## src/tlvs_pkg.sv

```systemverilog
// shared constants, types and byte tables of the tlv serializer
`default_nettype none

package tlvs_pkg;

	localparam int LENGTH_WIDTH_DEF = 16;
	localparam int LEN_W_MAX = 16;
	localparam int RUN_IDX_W = 5;
	localparam int ADDR_W = 3;
	localparam int DATA_W = 32;

	localparam logic CMD_START = 1'b0;
	localparam logic CMD_DATA = 1'b1;

	localparam logic REG_XOR_KEY = 1'b0;
	localparam logic [7:0] XOR_KEY_RESET = 8'd42;

	localparam logic [7:0] TAG_CONTENT = 8'ha2;
	localparam logic [7:0] TAG_STR_SHORT = 8'haa;
	localparam logic [7:0] TAG_STR_LONG = 8'hab;
	localparam logic [7:0] TAG_ARR_SHORT = 8'hac;
	localparam logic [7:0] TAG_ARR_LONG = 8'had;

	localparam logic [7:0] HDR_BYTES [16] = '{
		8'hae, 8'h01, 8'haa, 8'h04, 8'h46, 8'h69, 8'h6c, 8'h65,
		8'hae, 8'h02, 8'haa, 8'h04, 8'h6e, 8'h61, 8'h6d, 8'h65
	};
	localparam logic [7:0] KEY_BYTES [7] = '{
		8'haa, 8'h05, 8'h62, 8'h79, 8'h74, 8'h65, 8'h73
	};

	typedef enum logic [1:0] {
		RUN_START,
		RUN_NAME,
		RUN_CONTENT
	} run_kind_t;

	// one input item's worth of output bytes, walked by the emitter
	typedef struct packed {
		run_kind_t kind;
		logic [LEN_W_MAX-1:0] name_len;
		logic [LEN_W_MAX-1:0] content_len;
		logic [7:0] data;
		logic eom;
		logic [RUN_IDX_W-1:0] last_idx;
	} run_t;

	// k-th byte of a length header, short form when the length fits in a byte
	function automatic logic [7:0] len_hdr_byte(input logic [7:0] short_tag,
			input logic [7:0] long_tag, input logic [LEN_W_MAX-1:0] len,
			input logic [1:0] k);
		logic [7:0] b;
		if (len[LEN_W_MAX-1:8] == '0) begin
			b = (k == 2'd0) ? short_tag : len[7:0];
		end else begin
			case (k)
				2'd0: b = long_tag;
				2'd1: b = len[15:8];
				default: b = len[7:0];
			endcase
		end
		return b;
	endfunction

endpackage

`default_nettype wire

```

## src/tlvs_in_if.sv

```systemverilog
// input channel: command words with lengths or a data byte
`default_nettype none

interface tlvs_in_if;
	import tlvs_pkg::*;

	logic valid;
	logic ready;
	logic cmd;
	logic [15:0] name_length;
	logic [15:0] content_length;
	logic [7:0] data_byte;

	modport source (output valid, cmd, name_length, content_length, data_byte, input ready);
	modport sink (input valid, cmd, name_length, content_length, data_byte, output ready);
endinterface

`default_nettype wire

```

## src/tlvs_out_if.sv

```systemverilog
// output channel: one serialized byte per word
`default_nettype none

interface tlvs_out_if;
	logic valid;
	logic ready;
	logic [7:0] out_byte;
	logic last_of_run;
	logic end_of_message;

	modport source (output valid, out_byte, last_of_run, end_of_message, input ready);
	modport sink (input valid, out_byte, last_of_run, end_of_message, output ready);
endinterface

`default_nettype wire

```

## src/tlvs_apb_regs.sv

```systemverilog
// apb register block holding the scrambling key
`default_nettype none

module tlvs_apb_regs (
	input wire logic clk,
	input wire logic arst_n,
	input wire logic psel,
	input wire logic penable,
	input wire logic pwrite,
	input wire logic [tlvs_pkg::ADDR_W-1:0] paddr,
	input wire logic [tlvs_pkg::DATA_W-1:0] pwdata,
	output logic [tlvs_pkg::DATA_W-1:0] prdata,
	output logic pready,
	output logic [7:0] xor_key
);
	import tlvs_pkg::*;

	logic [7:0] xor_key_q;
	logic wr_en;

	assign pready = 1'b1;
	assign wr_en = psel && penable && pwrite && pready && (paddr[2] == REG_XOR_KEY);

	always_ff @(posedge clk or negedge arst_n) begin
		if (!arst_n) begin
			xor_key_q <= XOR_KEY_RESET;
		end else if (wr_en) begin
			xor_key_q <= pwdata[7:0];
		end
	end

	always_comb begin
		prdata = '0;
		if (paddr[2] == REG_XOR_KEY) begin
			prdata = DATA_W'(xor_key_q);
		end
	end

	assign xor_key = xor_key_q;
endmodule

`default_nettype wire

```

## src/tlvs_ctrl.sv

```systemverilog
// message state and input register: turns each word into a byte run
`default_nettype none

module tlvs_ctrl #(
	parameter int LENGTH_WIDTH = tlvs_pkg::LENGTH_WIDTH_DEF
) (
	input wire logic clk,
	input wire logic arst_n,
	tlvs_in_if.sink in_ch,
	input wire logic take,
	output logic run_valid,
	output tlvs_pkg::run_t run
);
	import tlvs_pkg::*;

	typedef enum logic [1:0] {
		PH_IDLE,
		PH_NAME,
		PH_CONTENT
	} phase_t;

	phase_t phase_q, phase_d;
	logic [LENGTH_WIDTH-1:0] rem_q, rem_d;
	logic [LENGTH_WIDTH-1:0] pend_q, pend_d;
	logic valid_s1;
	run_t run_s1, run_d;
	logic has_run;
	logic accept;
	logic bytes_part;
	logic [LENGTH_WIDTH-1:0] nl, cl, rem_dec;
	logic [RUN_IDX_W-1:0] nhl, chl, bp_len;

	assign in_ch.ready = !valid_s1 || take;
	assign accept = in_ch.valid && in_ch.ready;

	assign nl = in_ch.name_length[LENGTH_WIDTH-1:0];
	assign cl = in_ch.content_length[LENGTH_WIDTH-1:0];
	assign rem_dec = rem_q - LENGTH_WIDTH'(1);

	always_comb begin
		phase_d = phase_q;
		rem_d = rem_q;
		pend_d = pend_q;
		has_run = 1'b0;
		bytes_part = 1'b0;
		run_d.kind = RUN_CONTENT;
		run_d.name_len = LEN_W_MAX'(nl);
		run_d.content_len = LEN_W_MAX'(pend_q);
		run_d.data = in_ch.data_byte;
		run_d.eom = 1'b0;
		if (in_ch.cmd == CMD_START) begin
			has_run = 1'b1;
			run_d.kind = RUN_START;
			run_d.content_len = LEN_W_MAX'(cl);
			pend_d = cl;
			if (nl == '0) begin
				bytes_part = 1'b1;
			end else begin
				phase_d = PH_NAME;
				rem_d = nl;
			end
		end else begin
			case (phase_q)
				PH_NAME: begin
					has_run = 1'b1;
					run_d.kind = RUN_NAME;
					rem_d = rem_dec;
					bytes_part = (rem_dec == '0);
				end
				PH_CONTENT: begin
					has_run = 1'b1;
					run_d.kind = RUN_CONTENT;
					rem_d = rem_dec;
					if (rem_dec == '0) begin
						phase_d = PH_IDLE;
						run_d.eom = 1'b1;
					end
				end
				default: begin
					phase_d = PH_IDLE;
				end
			endcase
		end
		// "bytes" key and array header close the name section
		if (bytes_part) begin
			if (run_d.content_len == '0) begin
				phase_d = PH_IDLE;
				rem_d = '0;
				run_d.eom = 1'b1;
			end else begin
				phase_d = PH_CONTENT;
				rem_d = LENGTH_WIDTH'(run_d.content_len);
			end
		end
		// run length, last index = count - 1
		nhl = (run_d.name_len[LEN_W_MAX-1:8] != '0) ? RUN_IDX_W'(3) : RUN_IDX_W'(2);
		chl = (run_d.content_len[LEN_W_MAX-1:8] != '0) ? RUN_IDX_W'(3) : RUN_IDX_W'(2);
		bp_len = bytes_part ? (RUN_IDX_W'(7) + chl) : '0;
		case (run_d.kind)
			RUN_START: run_d.last_idx = RUN_IDX_W'(15) + nhl + bp_len;
			RUN_NAME: run_d.last_idx = bp_len;
			default: run_d.last_idx = RUN_IDX_W'(1);
		endcase
	end

	always_ff @(posedge clk or negedge arst_n) begin
		if (!arst_n) begin
			phase_q <= PH_IDLE;
			rem_q <= '0;
			pend_q <= '0;
			valid_s1 <= 1'b0;
		end else begin
			if (accept) begin
				phase_q <= phase_d;
				rem_q <= rem_d;
				pend_q <= pend_d;
			end
			if (accept && has_run) begin
				valid_s1 <= 1'b1;
			end else if (take) begin
				valid_s1 <= 1'b0;
			end
		end
	end

	always_ff @(posedge clk) begin
		if (accept && has_run) begin
			run_s1 <= run_d;
		end
	end

	assign run_valid = valid_s1;
	assign run = run_s1;

`ifndef ASSERT_OFF
	a_idle_no_rem: assert property (@(posedge clk) disable iff (!arst_n)
		phase_q == PH_IDLE |-> rem_q == '0)
		else $error("idle with bytes outstanding");
	a_open_has_rem: assert property (@(posedge clk) disable iff (!arst_n)
		phase_q != PH_IDLE |-> rem_q != '0)
		else $error("open message with zero bytes left");
`endif
endmodule

`default_nettype wire

```

## src/tlvs_emit.sv

```systemverilog
// walks the current byte run and fills the output register
`default_nettype none

module tlvs_emit (
	input wire logic clk,
	input wire logic arst_n,
	input wire logic run_valid,
	input wire tlvs_pkg::run_t run,
	input wire logic [7:0] xor_key,
	output logic take,
	tlvs_out_if.source out_ch
);
	import tlvs_pkg::*;

	logic [RUN_IDX_W-1:0] pos_q;
	logic out_valid_q;
	logic [7:0] byte_q;
	logic last_q;
	logic eom_q;
	logic fire;
	logic at_last;
	logic [RUN_IDX_W-1:0] base, p_bp, p_len;
	logic [7:0] bp_byte, cur_byte;

	assign fire = run_valid && (!out_valid_q || out_ch.ready);
	assign at_last = (pos_q == run.last_idx);
	assign take = fire && at_last;

	always_comb begin
		base = (run.name_len[LEN_W_MAX-1:8] != '0) ? RUN_IDX_W'(19) : RUN_IDX_W'(18);
		p_bp = (run.kind == RUN_START) ? (pos_q - base) : (pos_q - RUN_IDX_W'(1));
		p_len = p_bp - RUN_IDX_W'(7);
		if (p_bp < RUN_IDX_W'(7)) begin
			bp_byte = KEY_BYTES[p_bp[2:0]];
		end else begin
			bp_byte = len_hdr_byte(TAG_ARR_SHORT, TAG_ARR_LONG, run.content_len, p_len[1:0]);
		end
		case (run.kind)
			RUN_START: begin
				if (pos_q < RUN_IDX_W'(16)) begin
					cur_byte = HDR_BYTES[pos_q[3:0]];
				end else if (pos_q < base) begin
					cur_byte = len_hdr_byte(TAG_STR_SHORT, TAG_STR_LONG, run.name_len,
						pos_q[1:0]);
				end else begin
					cur_byte = bp_byte;
				end
			end
			RUN_NAME: cur_byte = (pos_q == '0) ? run.data : bp_byte;
			default: cur_byte = (pos_q == '0) ? TAG_CONTENT : run.data;
		endcase
	end

	always_ff @(posedge clk or negedge arst_n) begin
		if (!arst_n) begin
			pos_q <= '0;
			out_valid_q <= 1'b0;
		end else begin
			if (fire) begin
				pos_q <= at_last ? '0 : pos_q + RUN_IDX_W'(1);
				out_valid_q <= 1'b1;
			end else if (out_ch.ready) begin
				out_valid_q <= 1'b0;
			end
		end
	end

	always_ff @(posedge clk) begin
		if (fire) begin
			byte_q <= cur_byte ^ xor_key;
			last_q <= at_last;
			eom_q <= at_last && run.eom;
		end
	end

	assign out_ch.valid = out_valid_q;
	assign out_ch.out_byte = byte_q;
	assign out_ch.last_of_run = last_q;
	assign out_ch.end_of_message = eom_q;

`ifndef ASSERT_OFF
	a_pos_in_run: assert property (@(posedge clk) disable iff (!arst_n)
		run_valid |-> pos_q <= run.last_idx)
		else $error("byte index past end of run");
	a_eom_is_last: assert property (@(posedge clk) disable iff (!arst_n)
		out_valid_q && eom_q |-> last_q)
		else $error("message end not on last byte of run");
	a_pos_rewinds: assert property (@(posedge clk) disable iff (!arst_n)
		take |=> pos_q == '0)
		else $error("byte index not rewound after run");
`endif
endmodule

`default_nettype wire

```

## src/file_message_tlv_serializer_core.sv

```systemverilog
// top level of the tlv file message serializer
// the input word is registered into the run register, then each of its bytes into the output register
// throughput: one output byte per cycle while the receiver is ready; a content word gives
// 2 bytes, a name word 1 (or 10 to 11 on the last name byte), a start word 18 to 29, set by the emitter walk
// a new input word is taken in the cycle the previous run emits its last byte
// reset: arst_n clears message state, run and output valids; key returns to 42
`default_nettype none

module file_message_tlv_serializer_core #(
	parameter int LENGTH_WIDTH = tlvs_pkg::LENGTH_WIDTH_DEF
) (
	input wire logic clk,
	input wire logic arst_n,
	tlvs_in_if.sink in_ch,
	tlvs_out_if.source out_ch,
	input wire logic psel,
	input wire logic penable,
	input wire logic pwrite,
	input wire logic [tlvs_pkg::ADDR_W-1:0] paddr,
	input wire logic [tlvs_pkg::DATA_W-1:0] pwdata,
	output logic [tlvs_pkg::DATA_W-1:0] prdata,
	output logic pready
);
	import tlvs_pkg::*;

	logic [7:0] xor_key;
	logic take;
	logic run_valid;
	run_t run;

	tlvs_apb_regs u_regs (
		.clk(clk),
		.arst_n(arst_n),
		.psel(psel),
		.penable(penable),
		.pwrite(pwrite),
		.paddr(paddr),
		.pwdata(pwdata),
		.prdata(prdata),
		.pready(pready),
		.xor_key(xor_key)
	);

	tlvs_ctrl #(
		.LENGTH_WIDTH(LENGTH_WIDTH)
	) u_ctrl (
		.clk(clk),
		.arst_n(arst_n),
		.in_ch(in_ch),
		.take(take),
		.run_valid(run_valid),
		.run(run)
	);

	tlvs_emit u_emit (
		.clk(clk),
		.arst_n(arst_n),
		.run_valid(run_valid),
		.run(run),
		.xor_key(xor_key),
		.take(take),
		.out_ch(out_ch)
	);
endmodule

`default_nettype wire

```

## src/flat_wrapper.sv

```systemverilog
// flat-port wrapper written by rule: the top's interface ports become plain ports
module file_message_tlv_serializer_core_flat import tlvs_pkg::*;
#(
	parameter int LENGTH_WIDTH = tlvs_pkg::LENGTH_WIDTH_DEF
)
  (clk, arst_n, psel, penable, pwrite, paddr, pwdata, prdata, pready, in_ch_valid, in_ch_cmd, in_ch_name_length, in_ch_content_length, in_ch_data_byte, in_ch_ready, out_ch_valid, out_ch_out_byte, out_ch_last_of_run, out_ch_end_of_message, out_ch_ready);
  tlvs_in_if in_ch_i ();
  tlvs_out_if out_ch_i ();
  input wire logic clk;
  input wire logic arst_n;
  input wire logic psel;
  input wire logic penable;
  input wire logic pwrite;
  input wire logic [tlvs_pkg::ADDR_W-1:0] paddr;
  input wire logic [tlvs_pkg::DATA_W-1:0] pwdata;
  output logic [tlvs_pkg::DATA_W-1:0] prdata;
  output logic pready;
  input wire logic [$bits(in_ch_i.valid)-1:0] in_ch_valid;
  input wire logic [$bits(in_ch_i.cmd)-1:0] in_ch_cmd;
  input wire logic [$bits(in_ch_i.name_length)-1:0] in_ch_name_length;
  input wire logic [$bits(in_ch_i.content_length)-1:0] in_ch_content_length;
  input wire logic [$bits(in_ch_i.data_byte)-1:0] in_ch_data_byte;
  output wire logic [$bits(in_ch_i.ready)-1:0] in_ch_ready;
  output wire logic [$bits(out_ch_i.valid)-1:0] out_ch_valid;
  output wire logic [$bits(out_ch_i.out_byte)-1:0] out_ch_out_byte;
  output wire logic [$bits(out_ch_i.last_of_run)-1:0] out_ch_last_of_run;
  output wire logic [$bits(out_ch_i.end_of_message)-1:0] out_ch_end_of_message;
  input wire logic [$bits(out_ch_i.ready)-1:0] out_ch_ready;
  assign in_ch_i.valid = in_ch_valid;
  assign in_ch_i.cmd = in_ch_cmd;
  assign in_ch_i.name_length = in_ch_name_length;
  assign in_ch_i.content_length = in_ch_content_length;
  assign in_ch_i.data_byte = in_ch_data_byte;
  assign in_ch_ready = in_ch_i.ready;
  assign out_ch_valid = out_ch_i.valid;
  assign out_ch_out_byte = out_ch_i.out_byte;
  assign out_ch_last_of_run = out_ch_i.last_of_run;
  assign out_ch_end_of_message = out_ch_i.end_of_message;
  assign out_ch_i.ready = out_ch_ready;
  file_message_tlv_serializer_core #(.LENGTH_WIDTH(LENGTH_WIDTH)) u_core (.clk(clk), .arst_n(arst_n), .in_ch(in_ch_i), .out_ch(out_ch_i), .psel(psel), .penable(penable), .pwrite(pwrite), .paddr(paddr), .pwdata(pwdata), .prdata(prdata), .pready(pready));
endmodule
```

## config.mk

```make
export PLATFORM = sky130hd
export DESIGN_NAME = file_message_tlv_serializer_core_flat
export DESIGN_NICKNAME = d
export VERILOG_FILES = /design/src/tlvs_pkg.sv /design/src/tlvs_in_if.sv /design/src/tlvs_out_if.sv /design/src/tlvs_apb_regs.sv /design/src/tlvs_ctrl.sv /design/src/tlvs_emit.sv /design/src/file_message_tlv_serializer_core.sv /design/src/flat_wrapper.sv
export SDC_FILE = /design/constraint.sdc
export NUM_CORES = 1
export LEC_CHECK = 0
export ABC_AREA = 1
export ABC_CLOCK_PERIOD_IN_PS = 3500
export BUFFER_PORTS_ARGS = -buffer_cell sky130_fd_sc_hd__buf_4
export CORE_MARGIN = 3
export CORE_UTILIZATION = 30
export CTS_BUF_LIST = sky130_fd_sc_hd__clkbuf_2 sky130_fd_sc_hd__clkbuf_4 sky130_fd_sc_hd__clkbuf_8
export CTS_CLUSTER_DIAMETER = 50
export DETAILED_ROUTE_END_ITERATION = 10
export HOLD_SLACK_MARGIN = 0.03
export SKIP_LAST_GASP = 1
export SLEW_MARGIN = 0
export SYNTH_ARGS = -nofsm -noshare
export SYNTH_HDL_FRONTEND = slang
export SYNTH_SLANG_ARGS = --single-unit
```

## constraint.sdc

```tcl
create_clock -name clk -period 3.5 [get_ports clk]
set_input_delay 0.7 -clock clk [delete_from_list [all_inputs] [get_ports clk]]
set_output_delay 0.7 -clock clk [all_outputs]
set_load 0.02 [all_outputs]
```

==> results by group <==
Run status
  • Status: completed

Synth
  • Number of synthesized register bits: ~110
  • Synthesis Warnings: 0
  • Mean area per synthesized cell: between 7 and 8 um2
  • Netlist area before placement: 0.006695 mm2
  • Post-synth EDFFs: 58
  • Share of Yosys cell area claimed by the top area cell type: 0.2601
  • Part of the Yosys area used for sequential elements: 0.4438
  • Primary FF master, synth: edfxtp_1
  • Synthesized netlist cell count: 894
  • Count of distinct cell types in the synthesized netlist: 47
  • Top cell type by total area after synthesis: edfxtp_1
  • Ranking of synthesized cells by area: edfxtp_1 26%, dfrtp_1 17%, nand2_1 17%
  • Fraction of registers with async set or reset after synthesis: 0.4579

Clock network
  • Clock tree root buffer cell: clkbuf_8
  • Number of buffers created by CTS: 9
  • CTS tree: yes
  • Sinks on the clock net: about 110
  • Post-CTS Setup Repair Bufs: 0
  • Insertion delay of the later-clocked pin in the worst-skew pair: a little over 0.4 ns
  • Clock edge transition at the registers on the reported setup and hold paths: 0.12 ns
  • Maximum root-to-sink buffer count: 2
  • Deepest level of the CTS H-tree: 3

STA
  • F_max: ~0.32 GHz
  • Unrepaired setup endpoints after global routing: no
  • Final Hold Vio Count: 0
  • Worst Setup Slack, final: a little under 0.4 ns
  • Slew HR: 0.5480
  • Final sum of negative setup slack: 0 ns
  • Clock Skews: 0.02173 ns
  • Tightest Pin Transition: between 0.6 and 0.7 ns
  • Final Setup Violations: 0
  • Final clock period utilization by the worst path: 0.8882
  • Minimum period implied by the final worst setup slack: 3.109 ns
  • Final-report max-slew violation count: 0
  • Worst hold slack: 0.3067 ns

GRT
  • Via count of the first global-routing pass: around 5,300
  • Maximum number of pins on one net before global-route repair: 50
  • Antenna violations before repair: 0
  • Global-route usage over all layers: 0.1435
  • Global-route wire length before repair: between 20 and 30 mm
  • Gr ovfl total: 0

Worst setup path
  • Worst R2R Path Depth: 22
  • Arrival time worst endpoint: between 3 and 4 ns
  • Setup CP Type: register to register
  • Setup crit end kind: register
  • Max Fanout on Critical Path: 5
  • Critical Path RT: approximately 3.7 ns
  • Kind of launch point of the worst setup path: register
  • Register-to-register setup slack: about 0.39 ns

Layout
  • Share of post-route cells with drive strength above 1: 0.1478
  • Fin nets: 1,077
  • Diode count: 0
  • Count of fill cells added during filler insertion: 2,325
  • Synth-to-layout area growth: 16.07%

Drt
  • Wire length reported by the detailed router: about 17 mm
  • Routed length per placed instance: around 14 um
  • 1st-pass router iterations: 5
  • Total number of vias: about 5,700
  • Post-route DRC violation count: 0
  • Remaining antenna violation count after routing: 0
  • Number of vias per cell: roughly 4.5
  • DRT iter0 DRCs: 394

Hold path
  • Type of the worst min-delay path: input pin to async pin

Placement
  • Final RePlAce weighted congestion: 0.9183
  • HPWL Detailed: approximately 14 mm
  • Post-placement setup slack: 0.2915 ns
  • IO Port Bufs: 76

Floorplan
  • Chip Width: approximately 160 um
  • Die Span Y: 155.4 um
  • Core Footprint: between 0.02 and 0.025 mm2
  • Area of the die: about 0.024 mm2
  • Number of placement rows: 54
  • IO Count: roughly 130
  • Initial Util: 0.3058

Pwr
  • Leakage: 0.003666 uW
  • Worst VDD drop: 0.0002666 V
  • Pwr/cell area: 778.2 mW/mm2

Job
  • Number of violations of the max-capacitance limit: 0
[final timing paths]
| kind | end | start |
|---|---|---|
| max reg2reg | u_core.u_emit.out_ch.out_byte[7] | u_core.u_ctrl.run[42] |
| min | u_core.u_ctrl.rem_q[14] | arst_n |
| max in group asynchronous | u_core.u_emit.pos_q[4] | arst_n |
| min reg2reg | u_core.u_emit.out_ch.valid | u_core.u_emit.out_ch.valid |
| min in group clk | u_core.u_ctrl.run[35] | in_ch_name_length[5] |
| max | u_core.u_emit.out_ch.out_byte[7] | u_core.u_ctrl.run[42] |
[logic make-up (layout without fill, tap and decap cells)]
group	count (synthesis)	count (layout)	synth area share
AND/OR/NAND/NOR	473	473	0.2953
buffers and inverters	161	225	0.1095
AO/OA/AOI/OAI	122	122	0.1022
flip-flops	107	107	0.4438
adder cells (fa/ha/maj)	18	18	0.03364
XOR/XNOR	11	11	0.01439
other	2	25	0.001122
[sequential cells by signal, indices dropped and copies added, names as in the netlist]
signal                               count
u_core.u_ctrl.run_valid                  1
u_core.u_ctrl.pend_q                    16
u_core.u_ctrl.phase_q                    2
u_core.u_emit.pos_q                      5
u_core.u_ctrl.run                       48
u_core.u_ctrl.rem_q                     16
u_core.u_emit.out_ch.end_of_message      1
u_core.u_emit.out_ch.out_byte            8
u_core.u_emit.out_ch.last_of_run         1
u_core.u_emit.out_ch.valid               1
u_core.u_regs.xor_key                    8
[cell usage in the layout (no fill, tap or decap), types with 17 or more instances in the layout]
master and instances:
nand2_1 306, inv_1 106, buf_4 93, nor2_1 80
o21ai_0 76, edfxtp_1 58, nand3_1 49, dfrtp_1 46
conb_1 25, a21oi_1 18, ha_1 17
[synth_stat cells, types with 3 or more instances]
master,count
a21oi_1,18
a31oi_1,3
buf_2,5
buf_4,28
clkbuf_1,11
dfrtp_1,46
dfstp_2,3
edfxtp_1,58
ha_1,18
inv_1,109
inv_2,4
nand2_1,306
nand2_2,6
nand3_1,49
nand4_1,8
nor2_1,81
nor2_4,4
nor3_1,3
nor4_1,4
o211ai_1,3
o21ai_0,76
o21ai_1,3
o31ai_1,5
or2_2,3
xor2_1,9
[final cells by class]
class	instances	area, um2	area share
multi-input cells	649	3085	0.3970
flip-flops and latches	107	2972	0.3824
repair buffers	94	718.2	0.09242
inverters	115	434.2	0.05587
well taps	280	350.3	0.04508
clock buffers	9	123.9	0.01594
clock inverters	7	87.58	0.01127
[critical path, stage by stage (launching register included)]
cell and delay (ns):
edfxtp_1 0.42, nor2_1 0.13, nand2_1 0.07, nor2_1 0.15
inv_1 0.10, ha_1 0.18, inv_1 0.05, ha_1 0.21
nand2_1 0.08, o21ai_2 0.10, ha_1 0.37, nor2_2 0.20
o21ai_0 0.11, o21ai_0 0.08, nand2_1 0.07, o31ai_1 0.08
nand2_1 0.13, nand2_1 0.08, nand2_1 0.05, nand2_1 0.09
nand2_1 0.06, nand2_1 0.05, nand2_1 0.04
[metrics by stage]
step	utilization	std cells	total power [uW]	cell area (um2)
floorplan	-	917	4323	6782
global placement	0.3449	1245	5225	7551
detailed placement	0.3449	1245	5251	7551
CTS	0.3546	1261	6066	7762
global route	0.3550	1261	6627	7771
finish	0.3550	1261	6047	7771
[repair_timing]
item                       in CTS  in global routing
hold buffers                    0                  0
hold endpoints to repair        0                  0
resized for setup               0                  5
setup endpoints to repair       0                  6
[power by group]
part           switching, uW  leakage [uW]  internal, uW
sequential               259       0.00113          1770
combinational           2090       0.00243          1120
clock                    512      0.000102           289
total                   2860       0.00367          3180
[per-layer routing]
layer,wire (um),share of wire,GRT usage
met3,713,0.041,0.02837
met4,340,0.020,0.03960
met1,8055,0.46,0.1920
met5,0,0,0
met2,8244,0.48,0.2373
No activity file was read; power rests on OpenSTA's default activity.
